### src/rtl/lkvc_pkg.sv
// Shared types and constants for the LRU key-value cache.
// Used by lkvc_cell and lru_key_value_cache; depends on nothing else.
`timescale 1ns / 1ps

package lkvc_pkg;

    // Default sizes handed to the top-level parameters.
    localparam int DEPTH_DEF       = 16;
    localparam int KEY_WIDTH_DEF   = 32;
    localparam int VALUE_WIDTH_DEF = 32;

    // Configuration register layout.
    localparam int              CAP_W        = 5;
    localparam logic [CAP_W-1:0] CAP_RESET   = 5'd16;
    localparam int              PADDR_W      = 3;
    localparam int              PDATA_W      = 32;
    localparam logic            REG_CAPACITY = 1'b0;

    // Command codes.
    localparam logic CMD_LOOKUP = 1'b0;
    localparam logic CMD_INSERT = 1'b1;

    // Operation broadcast from the sequencer to every cell.
    typedef enum logic [1:0] {
        OP_NONE,
        OP_MATCH,
        OP_TOUCH,
        OP_INSERT
    } cell_op_t;

    typedef struct packed {
        cell_op_t op;
        logic     evict;
    } cell_ctrl_t;

endpackage

### src/rtl/lru_key_value_cache.sv
// Top level of the fully associative LRU key-value cache.
// Depends on lkvc_pkg and a row of lkvc_cell entries.
`timescale 1ns / 1ps

// Usage:
// An item is taken on a rising edge with start high and busy low: command
// (0 lookup, 1 insert), key and value. Its result beat follows the compare
// and update cycles and is shown for one cycle, marked by done: hit, value_out
// and occupancy. busy is high from the accepting edge until the result beat,
// so a new item can be taken in the cycle in which done is shown, but never
// while the last item is still being compared or updated.
// The steps are: a compare cycle in which every cell checks its key and its
// victim rank in parallel, an update cycle in which the hit rank is gathered
// and each cell updates its rank, key and value, and the result beat.
// The free-slot choice ripples along the row of cells in the update cycle.
// The receiver cannot stall: each result is shown exactly once.
// Reset clears all valid bits and the occupancy and sets capacity_in_use to 16.
// capacity_in_use is written over the APB port at byte addresses 0 to 3 only.
// User must write it only while the block is idle; block does not enforce it.

module lru_key_value_cache #(
    parameter int DEPTH       = lkvc_pkg::DEPTH_DEF,
    parameter int KEY_WIDTH   = lkvc_pkg::KEY_WIDTH_DEF,
    parameter int VALUE_WIDTH = lkvc_pkg::VALUE_WIDTH_DEF,
    parameter int CNT_W       = $clog2(DEPTH + 1)
) (
    input  logic                         clk,
    input  logic                         rst_n,
    // Command channel.
    input  logic                         start,
    output logic                         busy,
    input  logic                         command,
    input  logic [KEY_WIDTH-1:0]         key,
    input  logic [VALUE_WIDTH-1:0]       value,
    // Result channel.
    output logic                         done,
    output logic                         hit,
    output logic [VALUE_WIDTH-1:0]       value_out,
    output logic [CNT_W-1:0]             occupancy,
    // Configuration port.
    input  logic                         psel,
    input  logic                         penable,
    input  logic                         pwrite,
    input  logic [lkvc_pkg::PADDR_W-1:0] paddr,
    input  logic [lkvc_pkg::PDATA_W-1:0] pwdata,
    output logic [lkvc_pkg::PDATA_W-1:0] prdata,
    output logic                         pready
);
    import lkvc_pkg::*;

    localparam int RANK_W = $clog2(DEPTH);
    localparam int CMP_W  = (CNT_W > CAP_W) ? CNT_W + 1 : CAP_W + 1;

    typedef enum logic [1:0] {
        S_IDLE,
        S_MATCH,
        S_UPDATE
    } state_t;

    state_t                 state_reg;
    logic                   cmd_reg;
    logic [KEY_WIDTH-1:0]   key_reg;
    logic [VALUE_WIDTH-1:0] value_reg;
    logic [CNT_W-1:0]       count_reg;
    logic [CNT_W-1:0]       count_next;
    logic [CAP_W-1:0]       cap_reg;
    logic                   done_reg;
    logic                   hit_reg;
    logic [VALUE_WIDTH-1:0] value_out_reg;
    logic [VALUE_WIDTH-1:0] value_out_next;
    logic [CNT_W-1:0]       occupancy_reg;

    cell_ctrl_t             ctrl;
    logic [RANK_W-1:0]      cmp_rank;
    logic [CNT_W-1:0]       count_m1;
    logic                   evict;
    logic                   any_hit;
    logic [RANK_W-1:0]      hit_rank;
    logic [VALUE_WIDTH-1:0] hit_value;
    logic                   cfg_write;

    logic [DEPTH:0]         claim;
    logic [DEPTH-1:0]       match_w;
    logic [DEPTH-1:0]       valid_w;
    logic [RANK_W-1:0]      rank_w  [DEPTH];
    logic [VALUE_WIDTH-1:0] value_w [DEPTH];

    // Configuration register.
    assign pready    = 1'b1;
    assign cfg_write = psel & penable & pwrite & pready;

    always_ff @(posedge clk or negedge rst_n)
    begin
        if (!rst_n)
        begin
            cap_reg <= CAP_RESET;
        end
        else if (cfg_write && (paddr[PADDR_W-1] == REG_CAPACITY))
        begin
            cap_reg <= pwdata[CAP_W-1:0];
        end
    end

    assign prdata = (paddr[PADDR_W-1] == REG_CAPACITY) ? PDATA_W'(cap_reg) : '0;

    // Gather the matching entry's rank and value; at most one cell matches.
    always_comb
    begin
        any_hit   = 1'b0;
        hit_rank  = '0;
        hit_value = '0;
        for (int i = 0; i < DEPTH; i++)
        begin
            any_hit   = any_hit | match_w[i];
            hit_rank  = hit_rank | (rank_w[i] & {RANK_W{match_w[i]}});
            hit_value = hit_value | (value_w[i] & {VALUE_WIDTH{match_w[i]}});
        end
    end

    // A zero capacity acts as one, a capacity above the depth as the depth.
    always_comb
    begin
        if (cap_reg == '0)
        begin
            evict = (count_reg != '0);
        end
        else
        begin
            evict = (CMP_W'(count_reg) >= CMP_W'(cap_reg)) ||
                    (count_reg == CNT_W'(DEPTH));
        end
    end

    // Broadcast to the cells: compare in the match cycle, then update.
    assign count_m1 = count_reg - CNT_W'(1);

    always_comb
    begin
        ctrl.op    = OP_NONE;
        ctrl.evict = 1'b0;
        cmp_rank   = count_m1[RANK_W-1:0];
        case (state_reg)
            S_MATCH:
            begin
                ctrl.op = OP_MATCH;
            end
            S_UPDATE:
            begin
                cmp_rank = hit_rank;
                if (any_hit)
                begin
                    if (cmd_reg == CMD_LOOKUP)
                    begin
                        ctrl.op = OP_TOUCH;
                    end
                end
                else if (cmd_reg == CMD_INSERT)
                begin
                    ctrl.op    = OP_INSERT;
                    ctrl.evict = evict;
                end
            end
            default:
            begin
            end
        endcase
    end

    // Occupancy and result value after the item.
    always_comb
    begin
        count_next     = count_reg;
        value_out_next = '0;
        if (any_hit)
        begin
            value_out_next = hit_value;
        end
        else if (cmd_reg == CMD_INSERT)
        begin
            value_out_next = value_reg;
            if (!evict)
            begin
                count_next = count_reg + CNT_W'(1);
            end
        end
    end

    // Row of cells with the free-slot claim chained from entry 0 upward.
    assign claim[0] = 1'b0;

    for (genvar g = 0; g < DEPTH; g++)
    begin : g_cell
        lkvc_cell #(
            .KEY_WIDTH   (KEY_WIDTH),
            .VALUE_WIDTH (VALUE_WIDTH),
            .RANK_W      (RANK_W)
        ) u_cell (
            .clk       (clk),
            .rst_n     (rst_n),
            .ctrl      (ctrl),
            .key_in    (key_reg),
            .value_in  (value_reg),
            .cmp_rank  (cmp_rank),
            .claim_in  (claim[g]),
            .claim_out (claim[g+1]),
            .match     (match_w[g]),
            .valid     (valid_w[g]),
            .rank      (rank_w[g]),
            .value_q   (value_w[g])
        );
    end

    // Sequencer with the occupancy count and the registered result beat.
    always_ff @(posedge clk or negedge rst_n)
    begin
        if (!rst_n)
        begin
            state_reg     <= S_IDLE;
            count_reg     <= '0;
            done_reg      <= 1'b0;
            hit_reg       <= 1'b0;
            occupancy_reg <= '0;
        end
        else
        begin
            done_reg <= 1'b0;
            case (state_reg)
                S_IDLE:
                begin
                    if (start)
                    begin
                        state_reg <= S_MATCH;
                    end
                end
                S_MATCH:
                begin
                    state_reg <= S_UPDATE;
                end
                S_UPDATE:
                begin
                    state_reg     <= S_IDLE;
                    count_reg     <= count_next;
                    done_reg      <= 1'b1;
                    hit_reg       <= any_hit;
                    occupancy_reg <= count_next;
                end
                default:
                begin
                    state_reg <= S_IDLE;
                end
            endcase
        end
    end

    // Item payload and result value.
    always_ff @(posedge clk)
    begin
        if ((state_reg == S_IDLE) && start)
        begin
            cmd_reg   <= command;
            key_reg   <= key;
            value_reg <= value;
        end
        if (state_reg == S_UPDATE)
        begin
            value_out_reg <= value_out_next;
        end
    end

    assign busy      = (state_reg != S_IDLE);
    assign done      = done_reg;
    assign hit       = hit_reg;
    assign value_out = value_out_reg;
    assign occupancy = occupancy_reg;

    // Valid bits are kept per cell; the total is tracked in count_reg.
    logic unused_valid;
    assign unused_valid = ^valid_w ^ claim[DEPTH];

endmodule

### src/rtl/lkvc_cell.sv
// One entry of the cache: key, value, recency rank and valid bit.
// Depends on lkvc_pkg; chained to its neighbors through the free-slot claim.
`timescale 1ns / 1ps

module lkvc_cell #(
    parameter int KEY_WIDTH   = lkvc_pkg::KEY_WIDTH_DEF,
    parameter int VALUE_WIDTH = lkvc_pkg::VALUE_WIDTH_DEF,
    parameter int RANK_W      = 4
) (
    input  logic                    clk,
    input  logic                    rst_n,
    input  lkvc_pkg::cell_ctrl_t    ctrl,
    input  logic [KEY_WIDTH-1:0]    key_in,
    input  logic [VALUE_WIDTH-1:0]  value_in,
    input  logic [RANK_W-1:0]       cmp_rank,
    input  logic                    claim_in,
    output logic                    claim_out,
    output logic                    match,
    output logic                    valid,
    output logic [RANK_W-1:0]       rank,
    output logic [VALUE_WIDTH-1:0]  value_q
);
    import lkvc_pkg::*;

    logic                   valid_reg;
    logic                   valid_next;
    logic                   match_reg;
    logic                   victim_reg;
    logic [KEY_WIDTH-1:0]   key_reg;
    logic [KEY_WIDTH-1:0]   key_next;
    logic [VALUE_WIDTH-1:0] value_reg;
    logic [VALUE_WIDTH-1:0] value_next;
    logic [RANK_W-1:0]      rank_reg;
    logic [RANK_W-1:0]      rank_next;
    logic                   valid_after;
    logic                   take;

    // An evicted victim frees its slot before the free-slot claim runs.
    assign valid_after = valid_reg & ~(ctrl.evict & victim_reg);

    // The lowest free cell takes the new key; higher cells see the claim.
    assign take      = ~valid_after & ~claim_in;
    assign claim_out = claim_in | ~valid_after;

    // Next state of the entry for the broadcast operation.
    always_comb
    begin
        valid_next = valid_reg;
        key_next   = key_reg;
        value_next = value_reg;
        rank_next  = rank_reg;
        case (ctrl.op)
            OP_TOUCH:
            begin
                if (match_reg)
                begin
                    rank_next = '0;
                end
                else if (valid_reg && (rank_reg < cmp_rank))
                begin
                    rank_next = rank_reg + RANK_W'(1);
                end
            end
            OP_INSERT:
            begin
                valid_next = valid_after;
                if (take)
                begin
                    valid_next = 1'b1;
                    key_next   = key_in;
                    value_next = value_in;
                    rank_next  = '0;
                end
                else if (valid_after)
                begin
                    rank_next = rank_reg + RANK_W'(1);
                end
            end
            default:
            begin
            end
        endcase
    end

    // Control flags of the entry.
    always_ff @(posedge clk or negedge rst_n)
    begin
        if (!rst_n)
        begin
            valid_reg  <= 1'b0;
            match_reg  <= 1'b0;
            victim_reg <= 1'b0;
        end
        else
        begin
            valid_reg <= valid_next;
            if (ctrl.op == OP_MATCH)
            begin
                match_reg  <= valid_reg && (key_reg == key_in);
                victim_reg <= valid_reg && (rank_reg == cmp_rank);
            end
        end
    end

    // Payload of the entry; only read while the entry is valid.
    always_ff @(posedge clk)
    begin
        key_reg   <= key_next;
        value_reg <= value_next;
        rank_reg  <= rank_next;
    end

    assign match   = match_reg;
    assign valid   = valid_reg;
    assign rank    = rank_reg;
    assign value_q = value_reg;

endmodule

### config.mk
export PLATFORM = sky130hd
export DESIGN_NAME = lru_key_value_cache
export DESIGN_NICKNAME = d
export VERILOG_FILES = /design/src/rtl/lkvc_pkg.sv /design/src/rtl/lru_key_value_cache.sv /design/src/rtl/lkvc_cell.sv
export SDC_FILE = /design/constraint.sdc
export NUM_CORES = 1
export LEC_CHECK = 0
export ABC_AREA = 1
export BUFFER_PORTS_ARGS = -buffer_cell sky130_fd_sc_hd__buf_2
export CORE_ASPECT_RATIO = 0.8
export CORE_MARGIN = 10
export CORE_UTILIZATION = 52
export CTS_CLUSTER_SIZE = 10
export DETAILED_ROUTE_END_ITERATION = 16
export GPL_TIMING_DRIVEN = 0
export PLACE_DENSITY = 0.73
export REMOVE_ABC_BUFFERS = 1
export SLEW_MARGIN = 30
export SYNTH_ARGS = -nofsm -noshare
export SYNTH_HDL_FRONTEND = slang
export SYNTH_SLANG_ARGS = --single-unit
### constraint.sdc
create_clock -name clk -period 19.8 [get_ports clk]
set_clock_uncertainty 0.15 [all_clocks]
set_input_delay 0.99 -clock clk [delete_from_list [all_inputs] [get_ports clk]]
set_output_delay 0.99 -clock clk [all_outputs]
set_load 0.005 [all_outputs]
# Word level (Yosys, flattened, before mapping)
# Cells that the tools add are included.
# W data, S select, Z words.
[op_classes] addsub=18 n_lt_le_gt_ge=17 n_eq_ne=70 n_mux=111 n_bitwise=189 reduce_logical=89
[ops] op="$and A32 B32 Y32" count=16
[ops] op="$eq A32 B32 Y1" count=16
[ops] op="$or A32 B32 Y32" count=15
[ops] op="$mux W4" count=64
[ops] op="$pmux W4 S2" count=16
[ops] op="$ne A3 B1 Y1 const B" count=31
[ops] op="$add A4 B1 Y4 const B" count=16
[ops] op="$and A4 B4 Y4" count=16
[ops] op="$eq A4 B4 Y1" count=16
[ops] op="$lt A4 B4 Y1" count=16
[ops] op="$mux W32" count=2
[ops] op="$or A4 B4 Y4" count=15
[ops] op="$logic_and A1 B1 Y1" count=50
[ops] op="$and A1 B1 Y1" count=49
[ops] op="$not A1 Y1" count=49
[ops] op="$reduce_and A3 Y1" count=15
[ops] op="$reduce_and A2 Y1" count=17
[ops] op="$or A1 B1 Y1" count=29
[ops] op="$mux W5" count=4
[ops] op="$mux W1" count=19
[ops] op="$pmux W2 S2" count=2
[ops] op="$eq A2 B2 Y1 const B" count=3
[ops] op="$mux W2" count=3
[ops] op="$add A5 B1 Y5 const B" count=1
[ops] op="other kinds (12)" count=14
[totals] ff_bits=1247 input_bits=106 out_inout_bits=73 wordCells=599

# Depth between registers and ports, before layout
[depth] depth_word=39 ltp_mapped=20

# Hierarchy
# From an unflattened synthesis, not the netlist that was laid out.
[hier_totals] cells_unflattened=5098 area_unflattened_um2=55273.0
[modules_own_cells] module="lkvc_cell at g_cell[10].u_cell ..." instances=8 cells_per_inst=253 area_each_um2=2951.6
[modules_own_cells] module="lkvc_cell at g_cell[3].u_cell ..." instances=6 cells_per_inst=254 area_each_um2=2955.3
[modules_own_cells] module="lru_key_value_cache" instances=1 cells_per_inst=1041 area_each_um2=8001.4
[modules_own_cells] module="lkvc_cell at g_cell[0].u_cell" instances=1 cells_per_inst=261 area_each_um2=2991.6
[modules_own_cells] module="lkvc_cell at g_cell[9].u_cell" instances=1 cells_per_inst=248 area_each_um2=2935.3

# Worst setup path after synthesis
# No wires, ideal clock.
[synth_path] path_kind="register -> register" from="reg state_reg[0]" to="reg g_cell[4].u_cell.key_reg[0] (enable)" arrival_time_ns=7.157 required_time_ns=19.076 path_slack_ns=11.919 stages_incl_launch_ff=9 path_buffers=0 period_less_slack_ns=7.881 path_cell_list="dfrtp_1 > inv_1 > ha_1 > inv_2 > nor3_1 > inv_1 > nor2_2 > inv_1 > nor3_1"
[synth_via] elab_chain_cells=12 elab_cells_between_ends=31
[synth_lines] item="from (decl)" line_no="lru_key_value_cache.sv:60" text="state_t state_reg;"
[synth_lines] item="from (signal assigned)" line_no="lru_key_value_cache.sv:218" text="state_reg <= S_IDLE;"
[synth_lines] item="from (signal assigned)" line_no="lru_key_value_cache.sv:232" text="state_reg <= S_MATCH;"
[synth_lines] item="from (signal assigned)" line_no="lru_key_value_cache.sv:237" text="state_reg <= S_UPDATE;"
[synth_lines] item="$eq A2 B2 Y1" line_no="lru_key_value_cache.sv:142" text="case (state_reg)"
[synth_lines] item="$mux W1" line_no="lru_key_value_cache.sv:142"
[synth_lines] item="$and A1 B1 Y1" line_no="lkvc_cell.sv:39" text="assign valid_after = valid_reg & ~(ctrl.evict & victim_reg);"
[synth_lines] item="$not A1 Y1" line_no="lkvc_cell.sv:39"
[synth_lines] item="$and A1 B1 Y1" line_no="lkvc_cell.sv:39"
[synth_lines] item="$not A1 Y1, on equally long branches"
[synth_lines] item="$or A1 B1 Y1 (3 in a row)" line_no="lkvc_cell.sv:43" text="assign claim_out = claim_in | ~valid_after;"
[synth_lines] item="$not A1 Y1" line_no="lkvc_cell.sv:42" text="assign take = ~valid_after & ~claim_in;"
[synth_lines] item="$and A1 B1 Y1" line_no="lkvc_cell.sv:42"
[synth_lines] item="$reduce_and A2 Y1 (no line) *"
[synth_lines] item="to (signal assigned)" line_no="lkvc_cell.sv:108" text="key_reg <= key_next;"
[synth_lines] item="to (decl)" line_no="lkvc_cell.sv:29" text="logic [KEY_WIDTH-1:0] key_reg;"
# Mark *: on every way between the ends. The rest lies on a longest branch, timed or not.
# A chain may end at the register's enable or synchronous reset.

# Final worst setup path
[layout_path] from="reg g_cell[13].u_cell.match_reg" to="reg g_cell[4].u_cell.value_reg[29] (enable)"
[layout_via] elab_chain_cells=15 elab_cells_between_ends=34
[layout_lines] item="from (decl)" line_no="lkvc_cell.sv:27" text="logic match_reg;"
[layout_lines] item="from (signal assigned)" line_no="lkvc_cell.sv:99" text="match_reg <= valid_reg && (key_reg == key_in);"
[layout_lines] item="$or A1 B1 Y1 * (3 in a row)" line_no="lru_key_value_cache.sv:114" text="any_hit = any_hit | match_w[i];"
[layout_lines] item="named net any_hit" line_no="lru_key_value_cache.sv:77" text="logic any_hit;"
[layout_lines] item="$mux W1" line_no="lru_key_value_cache.sv:150" text="if (any_hit)"
[layout_lines] item="$mux W1" line_no="lru_key_value_cache.sv:142"
[layout_lines] item="$and A1 B1 Y1" line_no="lkvc_cell.sv:39"
[layout_lines] item="$not A1 Y1" line_no="lkvc_cell.sv:39"
[layout_lines] item="$and A1 B1 Y1" line_no="lkvc_cell.sv:39"
[layout_lines] item="$not A1 Y1, on equally long branches"
[layout_lines] item="$or A1 B1 Y1 (3 in a row)" line_no="lkvc_cell.sv:43"
[layout_lines] item="$not A1 Y1" line_no="lkvc_cell.sv:42"
[layout_lines] item="$and A1 B1 Y1" line_no="lkvc_cell.sv:42"
[layout_lines] item="$reduce_and A2 Y1 (no line) *"
[layout_lines] item="to (signal assigned)" line_no="lkvc_cell.sv:109" text="value_reg <= value_next;"
[layout_lines] item="to (decl)" line_no="lkvc_cell.sv:31" text="logic [VALUE_WIDTH-1:0] value_reg;"
# The timed path passes the listed nets; every way through them passes the cells marked *.

==> flow_summary.toml <==
[placement]
place_congestion = 0.867
dpl.hpwl_um = 82600
place_ws_ns = 13.50
port_buffers = 121

[setup_path]
path_common_cell = "buf_4"
arrival_ns = 6.91
cp_top_family = "buffers and inverters"
crit_buf_inv = 8
crit_chain = "inv_1 > nand3_1 > nor2_2 > nand2_1 > ha_1 > nor3_1 > inv_1 > nor2_4 > inv_2 > nor3_2 > buf_4 > buf_4 > buf_4 > buf_4 > buf_4"
rr_worst_depth = 15
critPathSlowestCell = "dfrtp_4"
critPathMaxStageDelay_ns = 0.84
endpoint_kind = "flop"
worst_setup_path_start_kind = "flop"
critPathRequiredTime_ns = 20.10
path_max_fanout = 38
timing_worst_setup_path_type = "reg -> reg"
worst-path-stages = 15

[timing]
slew_headroom_pct = 19.0
fin_ws_ns = 13.20
slew_viol_final = 0
setup_tns_ns = 0
worst_pin_slew_ns = 1.20
fmax_ghz = 0.151
period_needed_ns = 6.60
finalCritPeriodShare_pct = 33.4
hold_violations = 0
rsz0062_at_grt = "no"
final-setup-viol-count = 0

[logic_synthesis]
synth_cell_types = 57
yosysSeqAreaShare_pct = 72.2
syn_area_per_cell_um2 = 13.7
netlist_instances = 3746
synthTopCellsByArea = "edfxtp_1, nand2_1, dfrtp_1"
ys.flop_type = "edfxtp_1"
yosysTopAreaCell = "edfxtp_1"
yosysWarnings = 0
synth_edf_count = 1185
synth_commonest_cells = "edfxtp_1, nand2_1, nor2_1"
yosysMostFrequentCell = "edfxtp_1"
yosys.area.top_type_share_pct = 69.2
syn_area_mm2 = 0.0514
ys_async_sr_fraction_pct = 4.97
ys_seq_elements = 1247

[routing]
drtIter0Drc = 4213
route.detailed.drc = 0
dr.pass1.iters = 5
viasPerCell = 6.07
post_drt_wl_per_cell_um = 24.6
wl_um = 131000
vias = 32500
antenna_left = 0

[global_routing]
grt_pass1_vias = 31400
grt_usage_pct = 23.1
grt_start_max_net_pins = 42
grt_pass1_wl_um = 196000
antenna_found_initial = 2
grt_remaining_overflow = 0

[power]
ir_drop_uv = 85.9
seqPwrFrac_pct = 49.4
swShare_pct = 27.7
p_leak_nw = 20.5
p_switching_mw = 1.83
combPwrFrac_pct = 15.0
internal_power_mw = 4.78
powerDensity_mw_per_mm2 = 111
clkPwrFrac_pct = 35.6

[floorplan]
die_area_mm2 = 0.112
num_rows = 103
die-width_um = 372
coreArea_mm2 = 0.0983
start_util_pct = 52.3
io_pins = 179
chipHeight_um = 301

[final_layout]
final.fill_count = 7120
syn2layout_area_growth_pct = 15.3
drive_above_1_share_pct = 12.1
nets = 4168

[clocking]
cts_made_buffers = 143
htree_levels = 4
post_cts_buffers = 0
clockBufferDepth = 3
cts_num_sinks = 1247
cts.reportedPaths.clkPinSlew_ns = 0.06
cts_tree = "built"
clockRootBuffer = "clkbuf_16"
clk_latency_ns = 0.77

[min_path]
hp-class = "in -> reg"
whs_path_depth = 1

[outcome]
status = "finished clean"

[run]
drv_cap = 0
-- cell families (layout without fill, tap and decap cells) --
logic type	Yosys count	in the layout	share of synthesized area, %
simple gates	1184	1184	10.3
fa+ha+maj	95	95	2.31
other cells	2	31	0.0146
xor+xnor	277	277	4.72
compound gates	559	559	7.37
flops	1247	1247	72.2
buf+inv	382	643	3.02
-- layer usage --
metal / track usage [%] / vias up / part of all wire [%]
met1: 33.2 / 16000 / 41
met4: 7.84 / 2 / 2.9
met3: 5.20 / 269 / 12
met5: 0 / - / 0.0099
li1: - / 14300 / -
met2: 34.7 / 1934 / 44
-- path summary, 6_finish.rpt --
check / startpoint / endpoint / slack, ns
max in group asynchronous: rst_n / g_cell[8].u_cell.match / 18.30
min: key[19] / key_reg[19] / 0.24
max reg2reg: g_cell[13].u_cell.match / g_cell[4].u_cell.value_q[29] / 13.20
min in group asynchronous: rst_n / g_cell[3].u_cell.match / 0.59
min reg2reg: g_cell[3].u_cell.victim_reg / g_cell[3].u_cell.victim_reg / 0.35
max: g_cell[13].u_cell.match / g_cell[4].u_cell.value_q[29] / 13.20
-- cells in the final DEF, fill, tap and decap left out, types with 10 or more instances in the layout --
master / synthesis / final
a2111oi_0: 12 / 12
a211o_1: 19 / 19
a211oi_1: 67 / 67
a21oi_1: 86 / 85
a221oi_1: 103 / 103
a22o_1: 13 / 13
buf_16: 0 / 33
buf_2: 3 / 120
buf_4: 28 / 16
buf_6: 1 / 24
buf_8: 0 / 40
clkbuf_1: 134 / 51
clkbuf_16: 0 / 143
conb_1: 2 / 28
dfrtp_1: 61 / 45
dfrtp_4: 0 / 14
edfxtp_1: 1185 / 1185
ha_1: 95 / 93
inv_1: 183 / 160
inv_2: 4 / 22
nand2_1: 601 / 601
nand3_1: 164 / 164
nand4_1: 120 / 120
nor2_1: 187 / 181
nor2_4: 5 / 12
nor3_1: 48 / 47
nor4_1: 26 / 26
o2111ai_1: 19 / 19
o211ai_1: 10 / 10
o21ai_0: 152 / 149
o22ai_1: 41 / 41
xnor2_1: 131 / 131
xor2_1: 146 / 146
-- power groups by stage --
stage | Clock, mW | Sequential, mW | Combinational, mW
finish | 2.35 | 3.26 | 0.988
global route | 2.47 | 3.28 | 1.09
CTS | 2.38 | 3.26 | 0.981
detailed placement | 0 | 3.32 | 0.971
global placement | 0 | 3.38 | 0.796
floorplan | 0 | 3.29 | 0.552
-- through the flow --
| step | hold slack, ns | power, mW | util, % | area (um2) | instances |
|---|---|---|---|---|---|
| floorplan | 0.304 | 3.84 | - | 50700 | 3579 |
| detailed placement | 0.334 | 4.29 | 56.1 | 55200 | 5133 |
| global route | 0.239 | 6.84 | 60.3 | 59300 | 5345 |
| finish | 0.244 | 6.61 | 60.3 | 59300 | 5348 |
| global placement | 0.316 | 4.18 | 53.8 | 52900 | 5012 |
| CTS | 0.207 | 6.63 | 60.3 | 59300 | 5345 |
-- area by class of cell --
type	count	area, um2	share of cell area, %
multi-input combinational	2143	13000	21.9
antenna	3	7.51	0.0127
inverter	189	733	1.24
clock buffer	196	3800	6.41
tap	1312	1640	2.77
clock inverter	15	270	0.456
timing repair buffer	243	2690	4.54
sequential	1247	37200	62.7
-- worst reg2reg max path, cell delays in order (launching register included) --
cell and delay, ns:
dfrtp_4 0.84, inv_1 0.37, nand3_1 0.20, nor2_2 0.07
nand2_1 0.12, ha_1 0.24, nor3_1 0.70, inv_1 0.63
nor2_4 0.79, inv_2 0.58, nor3_2 0.55, buf_4 0.27
buf_4 0.20, buf_4 0.18, buf_4 0.20, buf_4 0.20
-- what timing repair did --
item / CTS / global route
hold endpoints to repair: 1 / 0
resized for setup: 0 / 0
hold buffers: 1 / 0
Power figures use the tool's default switching activity.
